<file path="config.mk">
export PLATFORM = sky130hd
export DESIGN_NAME = lexicographic_permutation_generator
export DESIGN_NICKNAME = d
export VERILOG_FILES = /design/src/hw/rtl/lpg_pkg.sv /design/src/hw/rtl/lpg_datapath.sv /design/src/hw/rtl/lpg_controller.sv /design/src/hw/rtl/lexicographic_permutation_generator.sv
export SDC_FILE = /design/constraint.sdc
export NUM_CORES = 1
export LEC_CHECK = 0
export BUFFER_PORTS_ARGS = -buffer_cell sky130_fd_sc_hd__clkbuf_2
export CORE_UTILIZATION = 56
export DETAILED_ROUTE_END_ITERATION = 10
export PLACE_DENSITY_LB_ADDON = 0.08
export SKIP_LAST_GASP = 1
export SYNTH_ARGS = -nofsm -noshare
export SYNTH_HDL_FRONTEND = slang
export SYNTH_SLANG_ARGS = --single-unit
export TNS_END_PERCENT = 100
</file>
<file path="constraint.sdc">
create_clock -name clock -period 6.5 [get_ports clock]
set_input_delay 0.325 -clock clock [delete_from_list [all_inputs] [get_ports clock]]
set_output_delay 0.325 -clock clock [all_outputs]
set_load 0.05 [all_outputs]
</file>
<file path="src/hw/rtl/lpg_pkg.sv">
// lpg_pkg: field widths and controller/datapath interface structs for the
// lexicographic permutation generator; no dependencies
`default_nettype none

package lpg_pkg;

   localparam int ELEM_W = 4;   // element value
   localparam int POS_W  = 3;   // position field
   localparam int CNT_W  = 16;  // permutation count
   localparam int CFG_W  = 4;   // perm_len register

   localparam logic [CNT_W-1:0] COUNT_MAX = {CNT_W{1'b1}};

   // commands from the controller to the datapath
   typedef struct packed {
      logic init;        // back to identity, count one, started
      logic set_done;    // sequence exhausted
      logic piv_start;   // pivot scan from the end
      logic piv_rd;      // read entries i-1 and i
      logic piv_dec;
      logic piv_found;   // capture pivot index and value
      logic suc_rd;      // read entry j
      logic suc_dec;
      logic suc_found;   // capture successor value
      logic wr_pivot;    // successor value into pivot slot
      logic wr_succ;     // pivot value into successor slot
      logic rev_rd;      // read entries lo and hi
      logic rev_w1;      // hi value into lo slot
      logic rev_w2;      // lo value into hi slot, step pointers
      logic bump;        // saturating count increment
      logic emit_start;
      logic emit_rd;     // read entry k
      logic emit_next;
      logic show_exh;    // payload shows the exhausted item
   } lpg_cmd_type;

   // status from the datapath to the controller
   typedef struct packed {
      logic started;
      logic done;
      logic len_one;     // effective length is one
      logic a_lt_b;      // read port a below read port b
      logic a_gt_pv;     // read port a above pivot value
      logic i_is_one;
      logic lo_lt_hi;
      logic k_last;
   } lpg_status_type;

endpackage

`default_nettype wire

</file>
<file path="src/hw/rtl/lpg_datapath.sv">
// lpg_datapath: permutation store, scan pointers, count and result payload
// depends on lpg_pkg
`default_nettype none

module lpg_datapath #(
   parameter int MAX_LEN = 8
) (
   input  wire logic                        clock,
   input  wire logic                        reset,
   input  wire lpg_pkg::lpg_cmd_type        cmd,
   output lpg_pkg::lpg_status_type          status,
   input  wire logic                        csr_write_enable,
   input  wire logic [lpg_pkg::CFG_W-1:0]   csr_write_data,
   output logic [lpg_pkg::ELEM_W-1:0]       rsp_element,
   output logic [lpg_pkg::POS_W-1:0]        rsp_position,
   output logic                             rsp_last,
   output logic                             rsp_exhausted,
   output logic [lpg_pkg::CNT_W-1:0]        rsp_perm_count
);

   localparam int IDX_W = $clog2(MAX_LEN);

   typedef logic [IDX_W-1:0]           idx_type;
   typedef logic [lpg_pkg::ELEM_W-1:0] elem_type;

   // clamp the written length to 1..MAX_LEN and keep it minus one
   function automatic idx_type len_m1_of(input logic [lpg_pkg::CFG_W-1:0] v);
      idx_type r;
      if (v == '0) begin
         r = '0;
      end else if (int'(v) > MAX_LEN) begin
         r = IDX_W'(MAX_LEN - 1);
      end else begin
         r = IDX_W'(v - lpg_pkg::CFG_W'(1));
      end
      return r;
   endfunction

   elem_type                 perm_mem [MAX_LEN];
   logic [MAX_LEN-1:0]       valid_ff;
   idx_type                  len_m1_ff;
   logic                     started_ff;
   logic                     done_ff;
   logic [lpg_pkg::CNT_W-1:0] count_ff;

   elem_type rd_a_ff, rd_b_ff, pv_ff, sv_ff;
   idx_type  i_ff, j_ff, p_ff, lo_ff, hi_ff, k_ff;

   idx_type  addr_a, addr_b, wr_addr;
   elem_type wr_data;
   logic     rd_en, wr_en;

   // read address selection
   always_comb begin
      addr_a = k_ff;
      addr_b = i_ff;
      rd_en  = cmd.piv_rd | cmd.suc_rd | cmd.rev_rd | cmd.emit_rd;
      priority if (cmd.piv_rd) begin
         addr_a = i_ff - IDX_W'(1);
         addr_b = i_ff;
      end else if (cmd.suc_rd) begin
         addr_a = j_ff;
      end else if (cmd.rev_rd) begin
         addr_a = lo_ff;
         addr_b = hi_ff;
      end else begin
         addr_a = k_ff;
      end
   end

   // write address and data selection
   always_comb begin
      wr_en   = cmd.wr_pivot | cmd.wr_succ | cmd.rev_w1 | cmd.rev_w2;
      wr_addr = p_ff;
      wr_data = sv_ff;
      priority if (cmd.wr_pivot) begin
         wr_addr = p_ff;
         wr_data = sv_ff;
      end else if (cmd.wr_succ) begin
         wr_addr = j_ff;
         wr_data = pv_ff;
      end else if (cmd.rev_w1) begin
         wr_addr = lo_ff;
         wr_data = rd_b_ff;
      end else begin
         wr_addr = hi_ff;
         wr_data = rd_a_ff;
      end
   end

   // permutation store, entries without a valid bit read as identity
   always_ff @(posedge clock) begin
      if (wr_en) begin
         perm_mem[wr_addr] <= wr_data;
      end
      if (rd_en) begin
         rd_a_ff <= valid_ff[addr_a] ? perm_mem[addr_a]
                                     : lpg_pkg::ELEM_W'(addr_a) + lpg_pkg::ELEM_W'(1);
         rd_b_ff <= valid_ff[addr_b] ? perm_mem[addr_b]
                                     : lpg_pkg::ELEM_W'(addr_b) + lpg_pkg::ELEM_W'(1);
      end
   end

   // control state: length, valid bits, flags, count
   always_ff @(posedge clock) begin
      if (reset) begin
         len_m1_ff  <= len_m1_of(lpg_pkg::CFG_W'(3));
         valid_ff   <= '0;
         started_ff <= 1'b0;
         done_ff    <= 1'b0;
         count_ff   <= '0;
      end else if (csr_write_enable) begin
         len_m1_ff  <= len_m1_of(csr_write_data);
         valid_ff   <= '0;
         started_ff <= 1'b0;
         done_ff    <= 1'b0;
         count_ff   <= '0;
      end else begin
         if (cmd.init) begin
            valid_ff   <= '0;
            started_ff <= 1'b1;
            done_ff    <= 1'b0;
            count_ff   <= lpg_pkg::CNT_W'(1);
         end else if (wr_en) begin
            valid_ff[wr_addr] <= 1'b1;
         end
         if (cmd.set_done) begin
            done_ff <= 1'b1;
         end
         if (cmd.bump && count_ff != lpg_pkg::COUNT_MAX) begin
            count_ff <= count_ff + lpg_pkg::CNT_W'(1);
         end
      end
   end

   // scan and emit pointers
   always_ff @(posedge clock) begin
      if (cmd.piv_start) i_ff <= len_m1_ff;
      if (cmd.piv_dec)   i_ff <= i_ff - IDX_W'(1);
      if (cmd.piv_found) begin
         p_ff  <= i_ff - IDX_W'(1);
         pv_ff <= rd_a_ff;
         j_ff  <= len_m1_ff;
      end
      if (cmd.suc_dec)   j_ff  <= j_ff - IDX_W'(1);
      if (cmd.suc_found) sv_ff <= rd_a_ff;
      if (cmd.wr_succ) begin
         lo_ff <= p_ff + IDX_W'(1);
         hi_ff <= len_m1_ff;
      end
      if (cmd.rev_w2) begin
         lo_ff <= lo_ff + IDX_W'(1);
         hi_ff <= hi_ff - IDX_W'(1);
      end
      if (cmd.emit_start) k_ff <= '0;
      if (cmd.emit_next)  k_ff <= k_ff + IDX_W'(1);
   end

   always_comb begin
      status.started  = started_ff;
      status.done     = done_ff;
      status.len_one  = (len_m1_ff == '0);
      status.a_lt_b   = (rd_a_ff < rd_b_ff);
      status.a_gt_pv  = (rd_a_ff > pv_ff);
      status.i_is_one = (i_ff == IDX_W'(1));
      status.lo_lt_hi = (lo_ff < hi_ff);
      status.k_last   = (k_ff == len_m1_ff);
   end

   // payload straight from the read register while the item is shown
   assign rsp_element    = cmd.show_exh ? '0 : rd_a_ff;
   assign rsp_position   = cmd.show_exh ? '0 : lpg_pkg::POS_W'(k_ff);
   assign rsp_last       = cmd.show_exh | (k_ff == len_m1_ff);
   assign rsp_exhausted  = cmd.show_exh;
   assign rsp_perm_count = count_ff;

endmodule

`default_nettype wire

</file>
<file path="src/hw/rtl/lpg_controller.sv">
// lpg_controller: sequencer for request decode, next-permutation steps and
// result emission; depends on lpg_pkg
`default_nettype none

module lpg_controller (
   input  wire logic                    clock,
   input  wire logic                    reset,
   input  wire logic                    req_valid,
   output logic                         req_stall,
   input  wire logic                    req_restart,
   output logic                         rsp_valid,
   input  wire logic                    rsp_stall,
   input  wire lpg_pkg::lpg_status_type status,
   output lpg_pkg::lpg_cmd_type         cmd
);

   localparam logic [3:0] ST_IDLE     = 4'd0;
   localparam logic [3:0] ST_PIV_RD   = 4'd1;
   localparam logic [3:0] ST_PIV_CMP  = 4'd2;
   localparam logic [3:0] ST_SUC_RD   = 4'd3;
   localparam logic [3:0] ST_SUC_CMP  = 4'd4;
   localparam logic [3:0] ST_SWAP_P   = 4'd5;
   localparam logic [3:0] ST_SWAP_S   = 4'd6;
   localparam logic [3:0] ST_REV_CHK  = 4'd7;
   localparam logic [3:0] ST_REV_RD   = 4'd8;
   localparam logic [3:0] ST_REV_W1   = 4'd9;
   localparam logic [3:0] ST_REV_W2   = 4'd10;
   localparam logic [3:0] ST_EMIT_RD  = 4'd11;
   localparam logic [3:0] ST_EMIT_OUT = 4'd12;
   localparam logic [3:0] ST_EXH_OUT  = 4'd13;

   logic [3:0] state_ff, state_in;

   always_ff @(posedge clock) begin
      if (reset) begin
         state_ff <= ST_IDLE;
      end else begin
         state_ff <= state_in;
      end
   end

   assign req_stall = (state_ff != ST_IDLE);
   assign rsp_valid = (state_ff == ST_EMIT_OUT) || (state_ff == ST_EXH_OUT);

   always_comb begin
      state_in = state_ff;
      cmd      = '0;
      unique case (state_ff)
         ST_IDLE: begin
            if (req_valid) begin
               priority if (req_restart || (!status.started && !status.done)) begin
                  cmd.init       = 1'b1;
                  cmd.emit_start = 1'b1;
                  state_in       = ST_EMIT_RD;
               end else if (status.done) begin
                  state_in = ST_EXH_OUT;
               end else if (status.len_one) begin
                  cmd.set_done = 1'b1;
                  state_in     = ST_EXH_OUT;
               end else begin
                  cmd.piv_start = 1'b1;
                  state_in      = ST_PIV_RD;
               end
            end
         end
         ST_PIV_RD: begin
            cmd.piv_rd = 1'b1;
            state_in   = ST_PIV_CMP;
         end
         ST_PIV_CMP: begin
            priority if (status.a_lt_b) begin
               cmd.piv_found = 1'b1;
               state_in      = ST_SUC_RD;
            end else if (status.i_is_one) begin
               cmd.set_done = 1'b1;
               state_in     = ST_EXH_OUT;
            end else begin
               cmd.piv_dec = 1'b1;
               state_in    = ST_PIV_RD;
            end
         end
         ST_SUC_RD: begin
            cmd.suc_rd = 1'b1;
            state_in   = ST_SUC_CMP;
         end
         ST_SUC_CMP: begin
            if (status.a_gt_pv) begin
               cmd.suc_found = 1'b1;
               state_in      = ST_SWAP_P;
            end else begin
               cmd.suc_dec = 1'b1;
               state_in    = ST_SUC_RD;
            end
         end
         ST_SWAP_P: begin
            cmd.wr_pivot = 1'b1;
            state_in     = ST_SWAP_S;
         end
         ST_SWAP_S: begin
            cmd.wr_succ = 1'b1;
            state_in    = ST_REV_CHK;
         end
         ST_REV_CHK: begin
            if (status.lo_lt_hi) begin
               state_in = ST_REV_RD;
            end else begin
               cmd.bump       = 1'b1;
               cmd.emit_start = 1'b1;
               state_in       = ST_EMIT_RD;
            end
         end
         ST_REV_RD: begin
            cmd.rev_rd = 1'b1;
            state_in   = ST_REV_W1;
         end
         ST_REV_W1: begin
            cmd.rev_w1 = 1'b1;
            state_in   = ST_REV_W2;
         end
         ST_REV_W2: begin
            cmd.rev_w2 = 1'b1;
            state_in   = ST_REV_CHK;
         end
         ST_EMIT_RD: begin
            cmd.emit_rd = 1'b1;
            state_in    = ST_EMIT_OUT;
         end
         ST_EMIT_OUT: begin
            if (!rsp_stall) begin
               if (status.k_last) begin
                  state_in = ST_IDLE;
               end else begin
                  cmd.emit_next = 1'b1;
                  state_in      = ST_EMIT_RD;
               end
            end
         end
         ST_EXH_OUT: begin
            cmd.show_exh = 1'b1;
            if (!rsp_stall) begin
               state_in = ST_IDLE;
            end
         end
         default: begin
            state_in = ST_IDLE;
         end
      endcase
   end

endmodule

`default_nettype wire

</file>
<file path="src/hw/rtl/lexicographic_permutation_generator.sv">
// lexicographic_permutation_generator: top level joining the sequencer and
// the datapath; depends on lpg_pkg, lpg_controller, lpg_datapath
//
//   channel  dir  handshake             payload
//   req      in   req_valid/req_stall   req_restart
//   rsp      out  rsp_valid/rsp_stall   rsp_element, rsp_position, rsp_last,
//                                       rsp_exhausted, rsp_perm_count
//   csr      in   csr_write_enable      csr_write_data (perm_len)
//
// one request is worked at a time; req_stall is high from acceptance until
// its last item leaves. a restart or first request emits identity order; a
// next-permutation request runs the pivot and successor scans, the swap and
// the tail reversal, one write at a time through the single write port of
// the permutation store. the request that runs off the end makes a failed
// pivot scan over n-1 pairs; one after exhaustion shows the exhausted item.
// synchronous reset puts perm_len at 3 and the store at identity order
// through per-entry valid bits, so no clearing pass is needed.
// rsp_stall just holds the shown item; the sequencer waits on it.
`default_nettype none

module lexicographic_permutation_generator #(
   parameter int MAX_LEN = 8
) (
   input  wire logic                        clock,
   input  wire logic                        reset,
   // request channel
   input  wire logic                        req_valid,
   output logic                             req_stall,
   input  wire logic                        req_restart,
   // result channel
   output logic                             rsp_valid,
   input  wire logic                        rsp_stall,
   output logic [lpg_pkg::ELEM_W-1:0]       rsp_element,
   output logic [lpg_pkg::POS_W-1:0]        rsp_position,
   output logic                             rsp_last,
   output logic                             rsp_exhausted,
   output logic [lpg_pkg::CNT_W-1:0]        rsp_perm_count,
   // configuration write port
   input  wire logic                        csr_write_enable,
   input  wire logic [lpg_pkg::CFG_W-1:0]   csr_write_data
);

   // command and status between sequencer and datapath
   lpg_pkg::lpg_cmd_type    cmd;
   lpg_pkg::lpg_status_type status;

   // sequencer: request decode, pivot and successor scans, tail reversal,
   // one item per element on the result side
   lpg_controller u_ctrl (
      .clock       (clock),
      .reset       (reset),
      .req_valid   (req_valid),
      .req_stall   (req_stall),
      .req_restart (req_restart),
      .rsp_valid   (rsp_valid),
      .rsp_stall   (rsp_stall),
      .status      (status),
      .cmd         (cmd)
   );

   // datapath: permutation store with two registered read ports, pointers,
   // saturating count and the result payload
   lpg_datapath #(
      .MAX_LEN (MAX_LEN)
   ) u_dp (
      .clock            (clock),
      .reset            (reset),
      .cmd              (cmd),
      .status           (status),
      .csr_write_enable (csr_write_enable),
      .csr_write_data   (csr_write_data),
      .rsp_element      (rsp_element),
      .rsp_position     (rsp_position),
      .rsp_last         (rsp_last),
      .rsp_exhausted    (rsp_exhausted),
      .rsp_perm_count   (rsp_perm_count)
   );

endmodule

`default_nettype wire
</file>
==> metrics.md, run 1 <==
| Metric | Value |
|---|---|
| Outcome | finished clean |
| CTS tree | yes |
| Top cell type by total area after synthesis | edfxtp_1 |
| Post-Route Utilization | 0.6228 |
| Clock-pin slew on the worst setup and hold paths | 110 ps |
| Post-route clock skew | 21.44 ps |
| Most common cell after layout, fill and taps aside | edfxtp_1 |
| Die W | 104.4 um |
| Worst Tran Pin Value | 1241 ps |
| Io pins | 37 |
| Lkg Pwr | 2.397 nW |
| Layout cell share with drive strength beyond 1 | 0.1294 |
| RSZ-0062 raised after global routing | no |
| Nets@finish | 681 |
| GPL Wtd Cong | 0.9253 |
| CTS sink cnt | 99 |
| DR vias/cell | 6.180 |
| Root Driver | clkbuf_8 |
| Netlist cell types | 68 |
| H-tree depth | 3 |
| CP peak stage delay | 890 ps |
| Setup Fix Bufs, Post-CTS | 0 |
| Top_reg_cell synth | edfxtp_1 |
| Slew Limit Fails | 0 |
| Final worst path period need | 3574 ps |
| Core Box Area | 10230 um^2 |
| Syn Nets | 654 |
| DIE HEIGHT | 104.4 um |
| Async SR Flop Fraction | 0 |
| Vias in the first global route | 4773 |
| Max Root-Sink Buffers | 2 |
| Worst endpoint data arrival time | 3610 ps |
| Port buffer count | 36 |
| Dpl cell area | 6166 um^2 |
| Worst path slowest cell | dfxtp_1 |
| Worst EP required | 6530 ps |
| GRT Util Overall | 0.2953 |
| Area grow syn2layout | 8.431% |
| Pwr Total | 2.604 mW |
| Cts bufs inserted | 9 |
| Seq/Total Area, Yosys | 0.4496 |
| Period utilization | 0.5498 |
| Die ar. | 10910 um^2 |
| Antenna diodes | 0 |
| Post-route design area | 6372 um^2 |
| Setup TNS | 0 ps |
| Crit path kind | register to register |
| Headroom to the max-slew limit | 0.1642 |
| Mapped Avg Cell Area | 9.403 um^2 |
| DRC viols | 0 |
| Post-CTS sizing | 0 |
| Worst skew pair latency | 390 ps |
| Drt first-iter violations | 288 |
| Worst setup SP type | register |
| DR WL/cell | 19.10 um |
| Via count | 4901 |
| Antenna Nets Post-Route | 0 |
| Initial antenna violation count | 0 |
| Congestion Overflow GR | 0 |
| Placement Rows | 37 |
| Final HPWL DP | 11590 um |
| Most frequent cells in the layout | edfxtp_1 (66), nand2_1 (65), nor2_1 (56) |
| Post-synth EDFFs | 66 |
| Hold_buf cts | 0 |
| #FFs+latches synth | 99 |
| Max Freq | 279.8 MHz |
| Max cap viols | 0 |
| HP Class | input pin to register |
| Syn. warnings | 0 |
| First-pass GRT wire length | 24780 um |
| CP Cell Sequence | nand2b_1, nor2_1, mux2i_1, a211oi_1, a21oi_1, nor3b_1 |
| Final hold slack | 209.0 ps |
| Worst IR Drop VDD | 0.2431 mV |
| CP max FO | 25 |
| Syn Inst Count | 625 |
| Largest net degree at the start of global routing | 29 |
| Setup crit end kind | register |
| Top area cells in the synthesized netlist | edfxtp_1 (34%), dfxtp_1 (11%), nand2_1 (4.2%) |
| Final wirelength | 15140 um |
| Final setup viols | 0 |
| Initial core utilization | 0.5744 |
| Top-area cell type share of the netlist area | 0.3372 |
| Hold Fails Final Rpt | 0 |
| Mapped cell area | 5877 um^2 |
| First-pass DRT Iterations | 5 |
| P per Cell Area | 408.6 nW/um^2 |
[cell type report]
| type | count | area, um^2 |
|---|---|---|
| Multi-Input combinational cell | 459 | 2974 |
| Inverter | 41 | 153.9 |
| Tap cell | 136 | 170.2 |
| Clock inverter | 6 | 78.83 |
| Clock buffer | 10 | 127.6 |
| Sequential cell | 99 | 2643 |
| Timing Repair Buffer | 42 | 225.2 |
| Fill cell | 869 | 3859 |
[final timing paths]
kind | slack, ps | end | depth (start not counted) | startpoint
max | 2930 | u_dp.perm_mem[2][1]$_DFFE_PP_ | 6 | u_ctrl.state_ff[0]$_SDFFE_PP0P_
max reg2reg | 2930 | u_dp.perm_mem[2][1]$_DFFE_PP_ | 6 | u_ctrl.state_ff[0]$_SDFFE_PP0P_
min reg2reg | 500 | u_dp.started_ff$_SDFFE_PP0P_ | 2 | u_dp.started_ff$_SDFFE_PP0P_
min | 210 | u_dp.len_m1_ff[2]$_SDFFE_PP0P_ | 2 | csr_write_enable
[logic make-up (layout without fill, tap and decap cells)]
group,Yosys count,in the layout,synth area share
adders and majority gates,21,21,0.04386
and+or+nand+nor,225,225,0.1905
muxes,34,34,0.07153
DFF,99,99,0.4496
AOI/OAI and AO/OA,169,169,0.1844
buffers and inverters,67,99,0.04514
xor gates and xnor gates,10,10,0.01490
[synth_stat cells (8+ instances only)]
cell type   n
nor2_1     56
o21a_1     13
edfxtp_1   66
a21oi_1    43
dfxtp_1    33
a211oi_1   16
nor3_1     18
mux2i_1    20
o21ai_0    45
nand2_1    65
ha_1       19
nand2b_1    8
and3_1     10
a31oi_1     8
nand3_1    11
inv_1      39
nor2b_1    12
clkbuf_1   20
[power by group]
part	total (mW)	switching (mW)	internal [mW]	leakage [nW]
clock network	0.414	0.227	0.187	0.105
registers	1.00	0.146	0.854	0.871
logic	1.19	0.763	0.426	1.42
total	2.60	1.14	1.47	2.40
[through the flow]
step	std cells	setup WS, ps
3_5_place_dp	777	3016
3_3_place_gp	777	3087
5_1_grt	793	2590
6_report	793	2926
4_1_cts	793	2972
2_1_floorplan	625	3533
[flip-flops by register name, indices dropped and copies added (netlist names), 4 cells and up]
signal and flops:
u_ctrl.state_ff 4, u_dp.rd_b_ff 4, u_dp.valid_ff 8, u_dp.perm_mem 32, u_dp.rsp_perm_count 16, u_dp.sv_ff 4, u_dp.rd_a_ff 4, u_dp.pv_ff 4
[critical path: cells and delay by family, from the launching register on]
kind | cells | cell delay (ps)
AOI/OAI and AO/OA | 2 | 580
and+or+nand+nor | 3 | 1470
muxes | 1 | 260
DFF | 1 | 890
[routing by layer]
metal	up-vias	routed length [um]	GRT usage
met4	0	402	0.1163
li1	2339	-	-
met2	194	6881	0.4674
met5	-	0	0
met1	2338	6766	0.3935
met3	30	1092	0.06579
Power figures use the tool's default switching activity.
==> run 2: changes to the inputs <==
CORE_UTILIZATION = 55   (was 56)
clock period = 3.11 ns   (was 6.5 ns; I/O delays follow)
==> metrics.md, run 2 (synthesis results as in run 1) <==
| Metric | Value |
|---|---|
| Register-to-register setup slack | 220 ps |
| Sw frac | 0.4307 |
| DR vias/cell | 5.970 |
| Non-filler cells, final | 822 |
| Die W | 105.4 um |
| Largest net degree at the start of global routing | 21 |
| Drt first-iter violations | 446 |
| Final HPWL DP | 11210 um |
| Cts bufs inserted | 9 |
| Nets@finish | 710 |
| GPL Wtd Cong | 0.9324 |
| DIE HEIGHT | 105.4 um |
| Worst skew pair latency | 400 ps |
| Initial antenna violation count | 0 |
| Final setup viols | 0 |
| Via count | 4907 |
| Headroom to the max-slew limit | 0.2534 |
| Worst r2r dst | u_dp.rd_a_ff[1]$_DFFE_PP_ |
| Hold Fails Final Rpt | 0 |
| Sequential share of power | 0.356 |
| Final wirelength | 14720 um |
| HP Class | input pin to register |
| Outcome | finished clean |
| CTS tree | yes |
| Lkg Pwr | 2.555 nW |
| Worst EP required | 3290 ps |
| H-tree depth | 3 |
| Worst setup SP type | register |
| Placement Rows | 37 |
| Setup Fix Bufs, Post-CTS | 0 |
| Post-route clock skew | 20.99 ps |
| Core Box Area | 10320 um^2 |
| Most common cell after layout, fill and taps aside | edfxtp_1 |
| Congestion Overflow GR | 0 |
| Crit path kind | register to register |
| DR WL/cell | 17.91 um |
| CP endpoint | u_dp.rd_a_ff[1]$_DFFE_PP_ |
| First-pass GRT wire length | 23980 um |
| Combinational power share | 0.481 |
| Io pins | 37 |
| Worst IR Drop VDD | 0.5064 mV |
| CP max FO | 16 |
| Max cap viols | 0 |
| P per Cell Area | 849.3 nW/um^2 |
| Slew Limit Fails | 0 |
| GRT Util Overall | 0.2798 |
| Die ar. | 11100 um^2 |
| CTS sink cnt | 99 |
| Clock-pin slew on the worst setup and hold paths | 120 ps |
| Initial core utilization | 0.5693 |
| Crit path from | u_ctrl.state_ff[1]$_SDFFE_PP0P_ |
| Max Freq | 346.4 MHz |
| Clock share of power | 0.163 |
| Worst Tran Pin Value | 1108 ps |
| Max Root-Sink Buffers | 2 |
| Root Driver | clkbuf_8 |
| Worst endpoint data arrival time | 3070 ps |
| Vias in the first global route | 4609 |
| R2R Path Start | u_ctrl.state_ff[1]$_SDFFE_PP0P_ |
| Worst Reg2Reg Path Length in Cells | 7 |
| Filler cells | 863 |
| Power Internal | 3.200 mW |
| NetSw | 2.421 mW |
| Dpl cells | 806 |
| Layout cell share with drive strength beyond 1 | 0.1691 |
| Antenna diodes | 0 |
| First-pass DRT Iterations | 5 |
| Period utilization | 0.9281 |
| Largest Register | u_dp.perm_mem |
| Final hold slack | 19.19 ps |
| Port buffer count | 36 |
| DRC viols | 0 |
| Setup crit end kind | register |
| Final worst path period need | 2887 ps |
| Most frequent cells in the layout | edfxtp_1 (66), nand2_1 (65), nor2_1 (55) |
| Max reg flops | 32 |
| Area grow syn2layout | 12.63% |
| Antenna Nets Post-Route | 0 |
-- run 2: cell types whose count changed in the layout (fill, tap and decap cells not counted) --
cell	previous run	this run
o31ai_2	1	0
inv_6	2	0
buf_4	6	35
nor2_1	56	55
inv_8	2	4
o31ai_4	0	1
clkbuf_1	1	0
nor2_2	2	3
clkinv_8	0	1
-- run 2: power groups by stage --
| stage | logic, mW | registers (mW) | clock network [mW] |
|---|---|---|---|
| 6_report | 2.71 | 2.00 | 0.914 |
| 4_1_cts | 2.65 | 2.00 | 0.932 |
| 5_1_grt | 2.96 | 2.03 | 0.983 |
| 3_5_place_dp | 2.64 | 2.03 | 0 |
| 3_3_place_gp | 2.60 | 2.02 | 0 |
| 2_1_floorplan | 1.95 | 1.92 | 0 |
-- run 2: worst min path at each step --
stage	slack, ps	from	end	cells after the start
finish	20	csr_write_enable	u_dp.len_m1_ff[2]$_SDFFE_PP0P_	2
global route	10	csr_write_enable	u_dp.len_m1_ff[2]$_SDFFE_PP0P_	2
CTS	7	csr_write_enable	u_dp.len_m1_ff[2]$_SDFFE_PP0P_	2
detailed placement	440	csr_write_enable	u_dp.len_m1_ff[2]$_SDFFE_PP0P_	2
global placement	430	csr_write_enable	u_dp.len_m1_ff[2]$_SDFFE_PP0P_	2
floorplan	250	csr_write_enable	u_dp.len_m1_ff[2]$_SDFFE_PP0P_	1
-- run 2: what timing repair did --
action                     4_1_cts  5_1_grt
hold buffers                     0        0
setup endpoints to repair        0        2
gates resized for setup          0        2
-- run 2: critical path: stages (launching register included) --
cell and delay (ps):
dfxtp_1 490, or4b_1 700, nor2_2 260, nor3_1 140, o22a_1 240, mux2_4 290
mux2_2 260, a221oi_1 280
-- run 2: routing by layer --
metal | part of all wire | vias up | global-route usage
met5 | 0 | - | 0
met3 | 0.060 | 20 | 0.05751
met4 | 0.014 | 0 | 0.08048
met1 | 0.47 | 2331 | 0.3899
li1 | - | 2402 | -
met2 | 0.46 | 154 | 0.4413
-- run 2: through the flow --
step | power [mW] | utilization | TNS, ps | area (um^2) | worst slack (ps)
after detailed placement | 4.667 | 0.6183 | 0 | 6384 | 238.9
after CTS | 5.580 | 0.6400 | 0 | 6608 | 192.2
final | 5.621 | 0.6411 | 0 | 6619 | 223.5
after global routing | 5.973 | 0.6411 | -6.764 | 6619 | -6.764
after floorplan | 3.875 | - | 0 | 5877 | 294.2
after global placement | 4.616 | 0.6183 | 0 | 6384 | 337.1
-- run 2: area by class of cell --
type	count	area, um^2	share of cell area
inverters	41	153.9	0.02325
repair buffers	71	442.9	0.06692
multi-input cells	459	2985	0.4510
clock inverters	7	100.1	0.01512
well taps	136	170.2	0.02571
clock buffers	9	123.9	0.01871
flip-flops and latches	99	2643	0.3992
